File: src/hdl/qecs_pkg.sv
// ----------------------------------------------------------------------------
// qecs_pkg
// Shared types and constants of the quadrature edge counter and speed unit.
// ----------------------------------------------------------------------------
package qecs_pkg;

    // fixed field widths
    localparam int TIME_IN_W  = 32;
    localparam int POS_W      = 32;
    localparam int SPEED_W    = 25;
    localparam int SCALE_W    = 32;
    localparam int APB_DATA_W = 32;
    localparam int APB_ADDR_W = 3;

    // register map, selected by paddr[2]
    localparam logic REG_SENSE = 1'b0;
    localparam logic REG_SCALE = 1'b1;

    // register reset values
    localparam logic [SCALE_W-1:0] SCALE_RESET = 32'd3582464;

    // speed saturation limits
    localparam logic [SCALE_W-1:0] SPEED_POS_MAX = 32'd16777215;
    localparam logic [SCALE_W-1:0] SPEED_NEG_MAX = 32'd16777216;

    // configuration seen by the datapath
    typedef struct packed {
        logic               count_sense;
        logic [SCALE_W-1:0] speed_scale;
    } t_cfg;

    // divider status
    typedef struct packed {
        logic busy;
        logic done;
    } t_div_stat;

endpackage

File: src/hdl/qecs_div.sv
// ----------------------------------------------------------------------------
// qecs_div
// Restoring radix-2 divider, one quotient bit per cycle.
// ----------------------------------------------------------------------------
module qecs_div
    import qecs_pkg::*;
#(
    parameter int QW = 32,
    parameter int VW = 32
) (
    input  logic          i_clk,
    input  logic          i_rst_n,
    input  logic          i_start,
    input  logic [QW-1:0] i_dividend,
    input  logic [VW-1:0] i_divisor,
    output logic [QW-1:0] o_quotient,
    output t_div_stat     o_stat
);

    localparam int CNT_W = $clog2(QW + 1);

    logic [CNT_W-1:0] r_cnt;
    logic             r_done;
    logic [VW-1:0]    r_rem;
    logic [VW-1:0]    r_dvsr;
    logic [QW-1:0]    r_quo;
    logic [VW:0]      w_trial;
    logic [VW:0]      w_diff;
    logic             w_ge;
    logic [VW-1:0]    n_rem;

    // one trial subtraction per step
    assign w_trial = {r_rem, r_quo[QW-1]};
    assign w_diff  = w_trial - {1'b0, r_dvsr};
    assign w_ge    = w_trial >= {1'b0, r_dvsr};
    assign n_rem   = w_ge ? w_diff[VW-1:0] : w_trial[VW-1:0];

    // step counter
    always_ff @(posedge i_clk) begin
        if (!i_rst_n) begin
            r_cnt  <= '0;
            r_done <= 1'b0;
        end else begin
            r_done <= 1'b0;
            if (i_start) begin
                r_cnt <= CNT_W'(QW);
            end else if (r_cnt != '0) begin
                r_cnt <= r_cnt - 1'b1;
                if (r_cnt == CNT_W'(1)) begin
                    r_done <= 1'b1;
                end
            end
        end
    end

    // remainder and quotient shift
    always_ff @(posedge i_clk) begin
        if (i_start) begin
            r_rem  <= '0;
            r_dvsr <= i_divisor;
            r_quo  <= i_dividend;
        end else if (r_cnt != '0) begin
            r_rem <= n_rem;
            r_quo <= {r_quo[QW-2:0], w_ge};
        end
    end

    assign o_quotient  = r_quo;
    assign o_stat.busy = (r_cnt != '0);
    assign o_stat.done = r_done;

endmodule

File: config.mk
export PLATFORM = sky130hd
export DESIGN_NAME = qecs_div
export DESIGN_NICKNAME = d
export VERILOG_FILES = /design/src/hdl/qecs_pkg.sv /design/src/hdl/qecs_div.sv
export SDC_FILE = /design/constraint.sdc
export NUM_CORES = 1
export LEC_CHECK = 0
export BUFFER_PORTS_ARGS = -buffer_cell sky130_fd_sc_hd__buf_2
export CAP_MARGIN = 10
export CORE_ASPECT_RATIO = 0.75
export CORE_MARGIN = 4
export CORE_UTILIZATION = 51
export CTS_CLUSTER_DIAMETER = 60
export DETAILED_ROUTE_END_ITERATION = 10
export GPL_TIMING_DRIVEN = 0
export PLACE_DENSITY = 0.73
export SYNTH_ARGS = -nofsm -noshare
export SYNTH_HDL_FRONTEND = slang
export SYNTH_SLANG_ARGS = --single-unit
export TNS_END_PERCENT = 50
File: constraint.sdc
create_clock -name i_clk -period 3.02 [get_ports i_clk]
set_clock_uncertainty 0.2 [all_clocks]
set_input_delay 0.604 -clock i_clk [delete_from_list [all_inputs] [get_ports i_clk]]
set_output_delay 0.604 -clock i_clk [all_outputs]
set_load 0.01 [all_outputs]
# Word-level counts from Yosys, hierarchy flattened
# Index checks and enable logic that the tools add are counted.
# op_classes
n_bitwise	2
magnitude_cmp	1
eq_ne	1
reduce_logical	4
mux	6
add_sub_neg	2
# ops
cell	n
32-bit 2-to-1 mux	3
33-bit by 32-bit >= comparator with 1-bit output	1
32-bit subtractor	1
6-bit 2-to-1 mux	2
6-bit by 1-bit equality test with 1-bit output (second input constant)	1
6-bit nonzero test	1
6-bit by 1-bit subtractor with 6-bit output (second input constant)	1
3-bit OR reduction	1
1-bit inverter	2
2-bit nonzero test	1
2-bit OR reduction	1
1-bit 2-to-1 mux	1
# word_totals
ff_bits	103
output_inout_bits	34
elab_cells	22
input_bits	67

# Longest topological paths before layout
# depth
depth_word	3
mapped_depth	13
depth_no_buf	12

# Worst setup path before layout
# OpenSTA, ideal clock, no wires.
# synth_path
kind	flip-flop to flip-flop
startpoint	reg r_dvsr[1]
endpoint	reg r_quo[0] (netlist: o_quotient[0]), data pin
required_time_ns	2.560
setup_time_ns	0.260
path_slack_ns	-0.042
arrival_ns	2.602
path_stages_with_launch	13
n_path_buf	2
period_less_slack_ns	3.062
path_cell_list	edfxtp_1 inv_1 ha_1 nor2b_1 o21bai_1 nand3_2 a221o_2 o211ai_4 a211oi_4 or2_1 buf_4 buf_2 mux2_2
# synth_between
elab_chain_cells	3
# synth_rtl
element	line_no	text
start, declared	qecs_div.sv:25	logic [VW-1:0] r_dvsr;
start signal, assigned	qecs_div.sv:60	r_dvsr <= i_divisor;
33-bit by 32-bit >= comparator with 1-bit output	qecs_div.sv:35	assign w_ge = w_trial >= {1'b0, r_dvsr};
32-bit 2-to-1 mux	qecs_div.sv:62	end else if (r_cnt != '0) begin
32-bit 2-to-1 mux	qecs_div.sv:58	if (i_start) begin
end signal, assigned	qecs_div.sv:61	r_quo <= i_dividend;
end signal, assigned	qecs_div.sv:64	r_quo <= {r_quo[QW-2:0], w_ge};
end, declared	qecs_div.sv:26	logic [QW-1:0] r_quo;
# Every way passes these cells. The select of a mux whose other input is x is not followed.
# A chain may end at the register's enable or synchronous reset.

# Worst setup path after layout
# Same ends and word-level chain as after synthesis.

==> out/results.ini <==
[routing]
viasPerCell=5.88
drt_wl_total_um=16200
drt_iter0_drc=387
dr.pass1.iters=5
drc=0
drtAntennaViolNets=0
wire_per_inst_um=18.4
vias=5160

[finish]
final_util=0.679
syn_to_final_growth_pct=27.9
layout.nets=835
diodes=0
layout-drive-gt1-share=0.336

[clock_network]
h-tree-depth=3
clk_latency_ns=0.37
clkSlewWorstSetupHoldPaths_ns=0.09
cts_hold_buf=0
cts_root_buf=clkbuf_16
clock_sinks=103
clockBufferDepth=2
cts_tree=built
numCtsBuffers=9

[power_and_ir_drop]
powerDensity_nw_per_um2=1010
p_total_uw=7670
power_leakage_uw=0.00325
vdd_ir_drop_max_v=0.000462

[floorplan]
core_area_um2=11100
floorplan.die.width_um=132
io_pins=101
core.rowCount=33
die-area_um2=13400
start_util=0.531
dieHeight_um=101

[setup_path]
cp_max_fo=8
required_ns=2.95
start_kind=register
cp.arrival_ns=3.08
end_kind=register
startpoint=r_dvsr[1]$_DFFE_PP_
r2r-start=r_dvsr[1]$_DFFE_PP_
critPathKind=register to register
rrSetupSlack_ns=-0.14

[timing]
holdWs_ns=0.206
relSlewSlack=0.461
fmax_mhz=317
setup_viol=30
min_period_ns=3.16
final-max-slew-violation-count=0
fin_ws_ns=-0.135
final_hold_viol_count=0
rsz0062_at_grt=true
post-route-period-util=1.04
worst_slew_pin_slew_ns=0.808

[synthesis]
synthesis.nets=702
ys_types=61
synthFlopType=edfxtp_1
synth_edf_count=64
synth.ff_latch_count=103
syn_area_per_cell_um2=9.87
async_reset_ff_frac=0
yosysSeqAreaShare=0.456
ys_warn_count=0
synth_cells=600
netlist_area_um2=5920

[grt]
grt_pass1_wl_um=24800
grt_max_degree=34
antenna_found_initial=0
grt.total_usage=0.233
grt-ovfl-total=0
grt_pass1_vias=4900

[hold_path]
hold_path.class=input pin to register
hp-start=i_divisor[23]

[placed_design]
port_buffers=100
gp_congestion=0.903
dp_hpwl_um=11000

[status]
violations=setup timing
outcome=finished, violations left

[run]
maxCapViolCount=0

worst max-delay path, stage by stage, from the launching register on:
cell,delay (ns)
edfxtp_1,0.42
inv_2,0.10
ha_4,0.20
nor2b_4,0.12
o21bai_1,0.18
nand3_2,0.12
a221o_2,0.43
o211ai_4,0.22
a211oi_4,0.13
or2_1,0.26
buf_6,0.16
buf_8,0.14
mux2_4,0.25
metal layers:
metal,global-route usage,routed length (µm),vias up
li1,-,-,2447
met1,0.332,7330,2457
met2,0.360,7230,231
met3,0.0586,1370,25
met4,0.0551,255,0
met5,0,0,-
power by group:
| part | total [µW] | switching [µW] | internal [µW] |
|---|---|---|---|
| sequential | 2210 | 280 | 1920 |
| combinational | 4300 | 2400 | 1900 |
| clock | 1170 | 581 | 584 |
| total | 7670 | 3260 | 4410 |
Yosys cell counts, drive strengths merged, types with 6 or more instances:
library cell / number / area, µm²
a211oi: 10 / 87.6
a21o: 13 / 97.6
a21oi: 36 / 180
a311oi: 18 / 158
and3: 8 / 50.1
buf: 7 / 48.8
clkbuf: 16 / 60.1
dfxtp: 39 / 781
edfxtp: 64 / 1920
ha: 34 / 425
inv: 45 / 169
mux2: 33 / 372
nand2: 63 / 239
nand2b: 6 / 37.5
nand3: 12 / 65.1
nor2: 58 / 223
nor3: 9 / 56.3
o211ai: 7 / 71.3
o21ai: 30 / 150
o21bai: 7 / 52.6
xnor2: 14 / 123
xor2: 11 / 96.3
area by class of cell:
class	count	area (µm²)
buffer	21	149
clock buffer	9	225
clock inverter	7	71.3
fill	845	3580
inverter	46	176
multi-input combinational	428	3330
sequential	103	2700
tap	140	175
timing repair buffer	124	746
registers in the layout, summed over array words and instances (netlist names):
name,count
o_quotient,32
r_rem,32
r_cnt,6
r_dvsr,32
r_done,1
timing repair:
item                                    4_1_cts  5_1_grt
gates cloned                                  0        3
hold endpoints to repair                      0        0
gates resized for setup                      39       52
endpoints found under the setup margin       66       33
pin swaps                                     7       22
buffers inserted                              7       14
cells in the final DEF, fill, tap and decap left out, types with 9 or more instances in the layout:
cell type and instances:
xor2_1 11, ha_4 11, buf_4 21, a311oi_1 10, o21ai_0 20, a211oi_1 9, dfxtp_1 39, mux2_2 32
a21oi_1 34, buf_2 100, nand3_1 9, clkbuf_16 12, a21o_1 13, ha_1 17, nand2_1 58, xnor2_1 14
clkbuf_1 12, edfxtp_1 64, nor2_1 56, inv_1 42
logic make-up (layout without fill, tap and decap cells):
group,after synthesis,count (layout),synth area share
buffers and inverters,69,207,0.0475
multiplexers,36,36,0.0678
adder cells (fa/ha/maj),35,35,0.0752
flip-flops,103,103,0.456
AO/OA/AOI/OAI,149,149,0.173
AND/OR/NAND/NOR,183,183,0.143
XOR/XNOR,25,25,0.0370
through the flow:
step                worst slack (ns)  TNS (ns)  instance area, µm²  std cells
floorplan                    -0.0199   -0.0199                5940        600
global placement              -0.597    -27.57                6620        840
detailed placement            -0.702    -32.60                6620        840
CTS                          -0.0967    -0.498                7140        862
global route                  -0.247     -5.03                7570        878
finish                        -0.135     -1.89                7570        878
path summary, 6_finish.rpt:
check | to | cells past startpoint
setup / recovery | o_quotient[0]$_DFFE_PP_ | 12
hold / removal | r_dvsr[23]$_DFFE_PP_ | 1
hold reg to reg | r_rem[10]$_SDFFE_PP0P_ | 2
setup reg to reg | o_quotient[0]$_DFFE_PP_ | 12
(Power assumes the default switching activity.)
