File: config.mk
export PLATFORM = sky130hd
export DESIGN_NAME = qecs_regs
export DESIGN_NICKNAME = d
export VERILOG_FILES = /design/src/hdl/qecs_pkg.sv /design/src/hdl/qecs_regs.sv
export SDC_FILE = /design/constraint.sdc
export NUM_CORES = 1
export LEC_CHECK = 0
export BUFFER_PORTS_ARGS = -buffer_cell sky130_fd_sc_hd__buf_2
export CAP_MARGIN = 40
export CORE_MARGIN = 10
export CORE_UTILIZATION = 30
export DETAILED_ROUTE_END_ITERATION = 10
export SLEW_MARGIN = 20
export SYNTH_ARGS = -nofsm -noshare
export SYNTH_HDL_FRONTEND = slang
export SYNTH_SLANG_ARGS = --single-unit
File: constraint.sdc
create_clock -name i_clk -period 1.6 [get_ports i_clk]
set_clock_uncertainty 0.1 [all_clocks]
set_input_delay 0.16 -clock i_clk [delete_from_list [all_inputs] [get_ports i_clk]]
set_output_delay 0.16 -clock i_clk [all_outputs]
set_load 0.01 [all_outputs]
File: src/hdl/qecs_pkg.sv
// ----------------------------------------------------------------------------
// qecs_pkg
// Shared types and constants of the quadrature edge counter and speed unit.
// ----------------------------------------------------------------------------
package qecs_pkg;

    // fixed field widths
    localparam int TIME_IN_W  = 32;
    localparam int POS_W      = 32;
    localparam int SPEED_W    = 25;
    localparam int SCALE_W    = 32;
    localparam int APB_DATA_W = 32;
    localparam int APB_ADDR_W = 3;

    // register map, selected by paddr[2]
    localparam logic REG_SENSE = 1'b0;
    localparam logic REG_SCALE = 1'b1;

    // register reset values
    localparam logic [SCALE_W-1:0] SCALE_RESET = 32'd3582464;

    // speed saturation limits
    localparam logic [SCALE_W-1:0] SPEED_POS_MAX = 32'd16777215;
    localparam logic [SCALE_W-1:0] SPEED_NEG_MAX = 32'd16777216;

    // configuration seen by the datapath
    typedef struct packed {
        logic               count_sense;
        logic [SCALE_W-1:0] speed_scale;
    } t_cfg;

    // divider status
    typedef struct packed {
        logic busy;
        logic done;
    } t_div_stat;

endpackage

File: src/hdl/qecs_regs.sv
// ----------------------------------------------------------------------------
// qecs_regs
// APB register file: count sense and speed scale.
// ----------------------------------------------------------------------------
module qecs_regs
    import qecs_pkg::*;
(
    input  logic                  i_clk,
    input  logic                  i_rst_n,
    input  logic                  psel,
    input  logic                  penable,
    input  logic                  pwrite,
    input  logic [APB_ADDR_W-1:0] paddr,
    input  logic [APB_DATA_W-1:0] pwdata,
    output logic [APB_DATA_W-1:0] prdata,
    output logic                  pready,
    output t_cfg                  o_cfg
);

    logic               r_sense;
    logic [SCALE_W-1:0] r_scale;
    logic               w_wr;

    assign pready = 1'b1;
    assign w_wr   = psel & penable & pwrite;

    // register writes in the access phase
    always_ff @(posedge i_clk) begin
        if (!i_rst_n) begin
            r_sense <= 1'b0;
            r_scale <= SCALE_RESET;
        end else if (w_wr) begin
            unique case (paddr[2])
                REG_SENSE: r_sense <= pwdata[0];
                REG_SCALE: r_scale <= pwdata[SCALE_W-1:0];
                default:   r_sense <= r_sense;
            endcase
        end
    end

    // read mux
    always_comb begin
        unique case (paddr[2])
            REG_SENSE: prdata = {{(APB_DATA_W-1){1'b0}}, r_sense};
            REG_SCALE: prdata = r_scale;
            default:   prdata = '0;
        endcase
    end

    assign o_cfg.count_sense = r_sense;
    assign o_cfg.speed_scale = r_scale;

endmodule

; ---- Word level (Yosys, flattened, before mapping)
; Index checks and enable logic that the tools add are counted.
; Widths: inputs -> output; s select.
[op_classes]
muxes = 1
bitwise_logic = 3
reduce_logical = 2
[op_table]
columns = cell, count
row1 = $pmux 32 s2, 1
row2 = $reduce_and 2->1, 2
row3 = $and 1x1->1, 2
row4 = $not 1->1, 1
[word_totals]
reg_bits = 33
in_bits = 40
out_inout_bits = 66
wordCells = 8

; ---- Logic depth before layout (Yosys ltp)
; Gate-level depths: netlist of run 1.
[logic_depth]
ltp_word = 3
ltp_mapped = 4
depth_no_buf = 2

; ---- Least setup slack after synthesis of run 1
; Ideal clock, no wire load.
[synth_timing]
path_kind = input -> register
from = input port pwrite
to = register r_scale[0]
setup_time_ns = 0.072
t_arrival_ns = 0.781
required_ns = 1.428
setup_slack_ns = 0.648
cell_stages = 4
n_path_buf = 2
path_cell_list = and4_1 buf_6 buf_12 mux2i_1
[synth_via]
elab_chain_cells = 2
[synth_rtl]
columns = item, line_no
row1 = from (decl), qecs_regs.sv:12  ; input logic pwrite,
row2 = $and 1x1->1, qecs_regs.sv:25  ; assign w_wr = psel & penable & pwrite;
row3 = $reduce_and 2->1 (no source line), --
row4 = to (signal assigned), qecs_regs.sv:35  ; REG_SCALE: r_scale <= pwdata[SCALE_W-1:0];
row5 = to (decl), qecs_regs.sv:21  ; logic [SCALE_W-1:0] r_scale;
; No other way between the ends.
; A chain may end at the register's enable or synchronous reset.

; ---- Final worst setup path of run 1
[layout_timing]
from = register r_scale[0]
to = output port prdata[0]
[layout_via]
elab_chain_cells = 1
[layout_rtl]
columns = item, line_no
row1 = $pmux 32 s2, qecs_regs.sv:43  ; unique case (paddr[2])
row2 = to (decl), qecs_regs.sv:15  ; output logic [APB_DATA_W-1:0] prdata,
; No other way between the ends.

==> impl_metrics.json, run 1 <==
{
  "status": "complete, no violations",
  "yosys-top-cells-count": "nand2_1, dfxtp_1, mux2i_1",
  "crit_required_ns": 1.34,
  "yosys.area_share.simple": 0.305,
  "synth_edf_count": 0,
  "drt-met1-wl_microns": 1870,
  "synth_top_family_by_area": "simple AND/OR/NAND/NOR gates",
  "post_cts_buffers": 0,
  "grt_pass1_wl_microns": 7150,
  "die_area_sq_um": 8780,
  "routed_wl_microns": 4500,
  "synth_xor_area_frac": 0,
  "drc": 0,
  "dr_total_vias": 1448,
  "max_stage_delay_ns": 0.32,
  "clock_sinks": 33,
  "synth_top_cell_by_area": "dfxtp_1",
  "synth.top_cell.area_share": 0.405,
  "syn_to_final_growth_pct": 36.8,
  "period_share": 0.778,
  "ys_top_cells_by_area": "dfxtp_1, mux2i_1, and2_1",
  "r2r_slack_ns": 0.89,
  "cts.path.max_buffers": 2,
  "slew_violations": 0,
  "reg2regPathDepth": 2,
  "async_flop_share": 0,
  "antenna_cells": 0,
  "htreeDepth": 2,
  "setup_viol_count_final": 0,
  "yosysMostFrequentCell": "nand2_1",
  "crit_start": "r_scale[0]$_SDFFE_PN0P_",
  "critPathLaunchType": "flip-flop",
  "hold_path_class": "primary input to flip-flop",
  "p_leak_nw": 1.08,
  "dieHeight_microns": 93.7,
  "ant_nets": 0,
  "hold_buffers": 0,
  "r2r_end": "r_sense$_SDFFE_PN0P_",
  "die_w_microns": 93.7,
  "post_cts_resized": 0,
  "grt_pass1_vias": 1486,
  "numPlacedInstances": 341,
  "max_clock_freq_mhz": 803,
  "met3_length_microns": 472,
  "critPathKind": "flip-flop to output port",
  "peakVddDrop_v": 0.000291,
  "fin_cells": 349,
  "grt_overflow_total": 0,
  "place_congestion": 0.694,
  "synth-adder-area-share": 0,
  "final.setup.worst_slack_ns": 0.355,
  "rows": 26,
  "firstDrtPassIters": 4,
  "synth_area_sq_um": 1630,
  "place_ws_ns": 0.276,
  "cts_tree": "yes",
  "nets": 318,
  "clock_latency_ns": 0.27,
  "hold_violations": 0,
  "maxCapViolations": 0,
  "worstPathCellList": "mux2_2 -> buf_2",
  "wl_per_cell_microns": 12.9,
  "power.density_nw_per_um2": 739,
  "finalPower_mw": 1.65,
  "drt_iter0_markers": 44,
  "synth_cell_types": 15,
  "tns_ns": 0,
  "rsz0062_at_grt": "false",
  "yosysWarnings": 0,
  "dp_hpwl_microns": 3370,
  "ys.flop_type": "dfxtp_1",
  "muxShareOfSynthArea": 0.210,
  "viasPerCell": 4.15,
  "drive_above_1_share": 0.405,
  "synth-compound-area-share": 0,
  "setup.worst_path.end": "prdata[0]",
  "wl_met2_microns": 2120,
  "core_region_area_sq_um": 5200,
  "fin_crit_ns": 1.25,
  "cp-end-kind": "output port",
  "routed.top_layer": "met4",
  "synth_fp_nets": 222,
  "syn_area_per_cell_sq_um": 8.96,
  "cp_max_fo": 3,
  "postSynthCellCount": 182,
  "portBuffers": 102,
  "pin_count": 106,
  "ys_seq_area_frac": 0.405,
  "synth_seq_cells": 33,
  "clk_pin_slew_worst_paths_ns": 0.06,
  "worstPathArrival_ns": 0.99,
  "tritoncts.num_buffers": 5,
  "worstReg2RegStart": "r_sense$_SDFFE_PN0P_",
  "critPathSlowestCell": "dfxtp_1",
  "antenna_found_initial": 0,
  "start_util": 0.313,
  "grt_max_degree": 66,
  "root_buffer": "clkbuf_8",
  "grt_usage": 0.0997
}
## where the power goes
| group | internal, mW | total, mW | switching (mW) |
|---|---|---|---|
| Sequential | 0.840 | 0.852 | 0.0116 |
| Clock | 0.309 | 0.579 | 0.271 |
| Combinational | 0.107 | 0.218 | 0.111 |
## per-stage QoR
step / hold WS (ns) / utilization / cell area (sq um)
floorplan: 0.202 / - / 1630
global placement: 0.310 / 0.413 / 2150
detailed placement: 0.317 / 0.413 / 2150
CTS: 0.0122 / 0.428 / 2230
global route: 0.0206 / 0.428 / 2230
finish: 0.0256 / 0.428 / 2230
## worst min path at each step
stage | from | to | slack (ns) | depth (start not counted)
after global routing | pwdata[10] | r_scale[10]$_SDFFE_PN0P_ | 0.02 | 3
after CTS | pwdata[8] | r_scale[8]$_SDFFE_PN0P_ | 0.01 | 3
final | pwdata[8] | r_scale[8]$_SDFFE_PN0P_ | 0.03 | 3
after detailed placement | pwdata[30] | r_scale[30]$_SDFFE_PN0P_ | 0.32 | 3
after global placement | pwdata[27] | r_scale[27]$_SDFFE_PN0P_ | 0.31 | 3
after floorplan | pwdata[10] | r_scale[10]$_SDFFE_PN0P_ | 0.20 | 2
## flip-flops by register name, indices dropped and copies added (netlist names)
name	flops
r_sense	1
r_scale	32
## worst max-delay path: cells and delay by family, from the launching register on
family	cells	cell delay, ns
flip-flops	1	0.32
buffers and inverters	1	0.14
multiplexers	1	0.26
## cell type report
| cell class | count | area [sq um] |
|---|---|---|
| fillers | 545 | 2980 |
| multi-input cells | 133 | 843 |
| flip-flops and latches | 33 | 661 |
| repair buffers | 105 | 558 |
| well taps | 70 | 87.6 |
| clock buffers | 8 | 80.1 |
## logic make-up (layout without fill, tap and decap cells)
family	after synthesis	count (layout)
mux	34	34
flops	33	33
buf+inv	16	113
simple gates	98	98
other cells	1	1
## placed cells by master, fill, tap and decap left out
master	synthesis	final
buf_2	3	102
nand2_1	49	49
mux2i_1	33	33
dfxtp_1	33	33
and2_1	30	30
nor2b_1	16	16
clkbuf_8	0	5
clkbuf_1	7	3
buf_12	3	2
mux2_2	1	1
and4_2	0	1
nand4b_1	1	1
and2_2	1	1
conb_1	1	1
buf_4	2	1
## routing by layer
metal,vias up,global-route usage
met5,-,0
met4,0,0.0304
met2,57,0.171
met1,627,0.105
met3,5,0.0488
li1,759,-
(Power assumes the default switching activity.)
==> run 2, diff against run 1 <==
==> constraint.sdc (replaced) <==
create_clock -name i_clk -period 1.2 [get_ports i_clk]
set_clock_uncertainty 0.1 [all_clocks]
set_input_delay 0.12 -clock i_clk [delete_from_list [all_inputs] [get_ports i_clk]]
set_output_delay 0.12 -clock i_clk [all_outputs]
set_load 0.01 [all_outputs]
==> impl_metrics.json, run 2 (synthesis gave the netlist of run 1 again) <==
{
  "cp-end-kind": "output port",
  "grt_max_degree": 34,
  "cts.path.max_buffers": 2,
  "clk_pin_slew_worst_paths_ns": 0.06,
  "tritoncts.num_buffers": 5,
  "start_util": 0.313,
  "viasPerCell": 4.15,
  "status": "complete, no violations",
  "power.density_nw_per_um2": 908,
  "maxCapViolations": 0,
  "drt_iter0_markers": 36,
  "clock_latency_ns": 0.27,
  "max_clock_freq_mhz": 835,
  "final_util": 0.494,
  "drive_above_1_share": 0.388,
  "hold_path_class": "primary input to flip-flop",
  "finalPower_mw": 2.33,
  "dr_total_vias": 1573,
  "critPathLaunchType": "flip-flop",
  "grt_pass1_vias": 1645,
  "regMostFlops": "r_scale",
  "wl_per_cell_microns": 12.9,
  "place_congestion": 0.735,
  "final_cell_mix": "buf_2, nand2_1, mux2i_1",
  "grt_pass1_wl_microns": 7930,
  "peakVddDrop_v": 0.000474,
  "critPathKind": "flip-flop to output port",
  "dp_hpwl_microns": 3540,
  "nets": 349,
  "cp_max_fo": 2,
  "largest_registers": "r_scale: 32 flops, r_sense: 1 flops",
  "multiInputGateArea_sq_um": 843,
  "period_share": 0.998,
  "critPathSlowestCell": "dfxtp_2",
  "routed_wl_microns": 4900,
  "clock_sinks": 33,
  "p_leak_nw": 1.22,
  "rsz0062_at_grt": "true",
  "fin_crit_ns": 1.20,
  "crit_required_ns": 0.98,
  "ant_nets": 0,
  "antenna_cells": 0,
  "syn_to_final_growth_pct": 57.6,
  "drc": 0,
  "cts_tree": "yes",
  "largest_reg_flops": 32,
  "worstPathArrival_ns": 0.98,
  "worstPathCellList": "mux2_2 -> buf_6",
  "antenna_found_initial": 0,
  "grt_overflow_total": 0,
  "core_region_area_sq_um": 5200,
  "portBuffers": 102,
  "max_stage_delay_ns": 0.32,
  "die_w_microns": 93.7,
  "mostFrequentLayoutCell": "buf_2",
  "fill_cells": 483,
  "setup_viol_count_final": 0,
  "root_buffer": "clkbuf_8",
  "hold_violations": 0,
  "die_area_sq_um": 8780,
  "firstDrtPassIters": 4,
  "hold_slack_ns": 0.0131,
  "slew_violations": 0,
  "final-seq-area_sq_um": 663,
  "grt_usage": 0.111,
  "htreeDepth": 2,
  "rows": 26,
  "dieHeight_microns": 93.7,
  "pin_count": 106
}
==> run 2: path summary, 6_finish.rpt <==
| kind | startpoint | depth (start not counted) | slack (ns) | end |
|---|---|---|---|---|
| setup / recovery | r_scale[0]$_SDFFE_PN0P_ | 2 | 0.003 | prdata[0] |
| hold / removal | pwdata[0] | 3 | 0.01 | r_sense$_SDFFE_PN0P_ |
| hold reg to reg | r_scale[26]$_SDFFE_PN0P_ | 2 | 0.36 | r_scale[26]$_SDFFE_PN0P_ |
| setup reg to reg | r_scale[0]$_SDFFE_PN0P_ | 3 | 0.42 | r_scale[0]$_SDFFE_PN0P_ |
==> run 2: routing by layer <==
| metal | track usage | vias up | wire length, microns |
|---|---|---|---|
| li1 | - | 829 | - |
| met1 | 0.117 | 681 | 1920 |
| met2 | 0.188 | 58 | 2430 |
| met3 | 0.0520 | 5 | 497 |
| met4 | 0.0380 | 0 | 48 |
| met5 | 0 | - | 0 |
==> run 2: power by group <==
part	internal (mW)	leakage (nW)	switching, mW
clock	0.455	0.0443	0.366
sequential	1.12	0.268	0.0153
combinational	0.213	0.911	0.164
==> run 2: area by class of cell <==
type | instances | area share
timing repair buffer | 136 | 0.346
multi-input combinational | 133 | 0.328
sequential | 33 | 0.258
clock buffer | 7 | 0.0336
tap | 70 | 0.0341
==> run 2: worst max-delay path: cells and delay by family, from the launching register on <==
kind / cells / cell delay, ns
flip-flops: 1 / 0.32
multiplexers: 1 / 0.26
buffers and inverters: 1 / 0.12
==> run 2: what timing repair did <==
action | CTS | global route
endpoints found under the setup margin | 1 | 1
setup buffers | 1 | 0
gates resized for setup | 2 | 1
hold buffers | 27 | 0
hold endpoints to repair | 27 | 0
==> run 2: metrics by stage <==
| step | instance area [sq um] | setup TNS (ns) | cells | setup WS (ns) |
|---|---|---|---|---|
| after floorplan | 1630 | 0 | 182 | 0.288 |
| after global placement | 2200 | 0 | 344 | 0.126 |
| after detailed placement | 2200 | 0 | 344 | 0.100 |
| after CTS | 2570 | -0.0193 | 379 | -0.0193 |
| after global routing | 2570 | -0.0383 | 379 | -0.0383 |
| final | 2570 | 0 | 379 | 0.00258 |
==> run 3, diff against run 2 <==
--- a/config.mk
+++ b/config.mk
@@ -5,11 +5,13 @@
 export SDC_FILE = /design/constraint.sdc
 export NUM_CORES = 1
 export LEC_CHECK = 0
+export ABC_CLOCK_PERIOD_IN_PS = 1200
 export BUFFER_PORTS_ARGS = -buffer_cell sky130_fd_sc_hd__buf_2
 export CAP_MARGIN = 40
 export CORE_MARGIN = 10
 export CORE_UTILIZATION = 30
 export DETAILED_ROUTE_END_ITERATION = 10
+export PLACE_DENSITY = 0.61
 export SLEW_MARGIN = 20
 export SYNTH_ARGS = -nofsm -noshare
 export SYNTH_HDL_FRONTEND = slang
==> impl_metrics.json, run 3 (synthesis gave the netlist of run 1 again) <==
{
  "grt_pass1_vias": 1611,
  "clock_latency_ns": 0.27,
  "cp-end-kind": "output port",
  "r2r_slack_ns": 0.43,
  "critPathKind": "flip-flop to output port",
  "max_clock_freq_mhz": 830,
  "setup_viol_count_final": 1,
  "drive_above_1_share": 0.382,
  "start_util": 0.313,
  "grt_max_degree": 38,
  "clk_pin_slew_worst_paths_ns": 0.06,
  "syn_to_final_growth_pct": 59.8,
  "hold_path_class": "primary input to flip-flop",
  "wl_per_cell_microns": 12.4,
  "setup.worst_path.end": "prdata[0]",
  "worstReg2RegStart": "r_scale[0]$_SDFFE_PN0P_",
  "rows": 26,
  "cts.path.max_buffers": 2,
  "nets": 353,
  "die_w_microns": 93.7,
  "reg2regPathDepth": 3,
  "antenna_found_initial": 0,
  "final.setup.worst_slack_ns": -0.00466,
  "peakVddDrop_v": 0.000595,
  "clock_sinks": 33,
  "power.density_nw_per_um2": 883,
  "place_ws_ns": 0.0707,
  "grt_usage": 0.109,
  "crit_start": "r_scale[0]$_SDFFE_PN0P_",
  "largest_registers": "r_scale: 32 flops, r_sense: 1 flops",
  "antenna_cells": 0,
  "p_leak_nw": 1.24,
  "fin_cells": 384,
  "root_buffer": "clkbuf_8",
  "viasPerCell": 4.07,
  "worstPathArrival_ns": 0.98,
  "pin_count": 106,
  "largest_reg_flops": 32,
  "tritoncts.num_buffers": 5,
  "drc": 0,
  "grt_pass1_wl_microns": 7890,
  "dieHeight_microns": 93.7,
  "drt_iter0_markers": 31,
  "place_congestion": 0.701,
  "routed_wl_microns": 4770,
  "final_cell_mix": "buf_2, nand2_1, mux2i_1",
  "die_area_sq_um": 8780,
  "core_region_area_sq_um": 5200,
  "grt_overflow_total": 0,
  "mostFrequentLayoutCell": "buf_2",
  "critPathLaunchType": "flip-flop",
  "status": "finished, violations left",
  "hold_violations": 0,
  "maxCapViolations": 0,
  "cts_tree": "yes",
  "numPlacedInstances": 344,
  "ant_nets": 0,
  "firstDrtPassIters": 4,
  "slew_violations": 0,
  "dp_hpwl_microns": 3520,
  "cp_max_fo": 3,
  "dr_total_vias": 1563,
  "period_share": 1.00,
  "htreeDepth": 2,
  "r2r_end": "r_scale[0]$_SDFFE_PN0P_",
  "portBuffers": 102,
  "fin_crit_ns": 1.20,
  "regMostFlops": "r_scale",
  "violations": "negative setup slack",
  "crit_required_ns": 0.98,
  "rsz0062_at_grt": "true"
}
run 3: what timing repair did:
item | in CTS | in global routing
hold endpoints to repair | 30 | 0
endpoints found under the setup margin | 1 | 1
cloned | 0 | 0
setup buffers | 1 | 1
hold buffers | 30 | 0
resized for setup | 4 | 0
run 3: critical path, cell delays in order (launching register included):
cell and delay [ns]:
dfxtp_2 0.33, mux2_4 0.26, buf_6 0.12
run 3: through the flow:
step	hold slack (ns)	power [mW]	util	cell area, sq um	setup TNS (ns)
after global placement	0.269	1.46	0.422	2200	0
after detailed placement	0.272	1.47	0.422	2200	0
after floorplan	0.162	1.33	-	1630	0
after CTS	0.00614	2.35	0.499	2600	-0.0203
final	0.0191	2.30	0.500	2610	-0.00466
after global routing	0.0202	2.43	0.500	2610	-0.0356
run 3: power breakdown:
group	switching, mW	internal [mW]
sequential	0.0154	1.12
combinational	0.163	0.221
clock	0.368	0.412
total	0.547	1.75
run 3: layer usage:
| layer | wire length [microns] | track usage | vias to the layer above |
|---|---|---|---|
| met1 | 1910 | 0.115 | 662 |
| met5 | 0 | 0 | - |
| li1 | - | - | 833 |
| met4 | 61 | 0.0418 | 0 |
| met3 | 530 | 0.0552 | 7 |
| met2 | 2270 | 0.181 | 61 |
run 3: final cells by class:
cell class / instances / area (sq um)
sequential: 33 / 663
tap: 70 / 87.6
fill: 500 / 2600
timing repair buffer: 140 / 927
multi-input combinational: 133 / 847
clock buffer: 8 / 80.1
run 3: worst min-delay path by stage:
stage / startpoint / endpoint / slack [ns] / cells past startpoint
2_1_floorplan: pwdata[10] / r_scale[10]$_SDFFE_PN0P_ / 0.16 / 2
3_3_place_gp: pwdata[8] / r_scale[8]$_SDFFE_PN0P_ / 0.27 / 3
3_5_place_dp: pwdata[6] / r_scale[6]$_SDFFE_PN0P_ / 0.27 / 3
4_1_cts: pwdata[18] / r_scale[18]$_SDFFE_PN1P_ / 0.006 / 3
5_1_grt: pwdata[18] / r_scale[18]$_SDFFE_PN1P_ / 0.02 / 3
6_report: pwdata[18] / r_scale[18]$_SDFFE_PN1P_ / 0.02 / 3
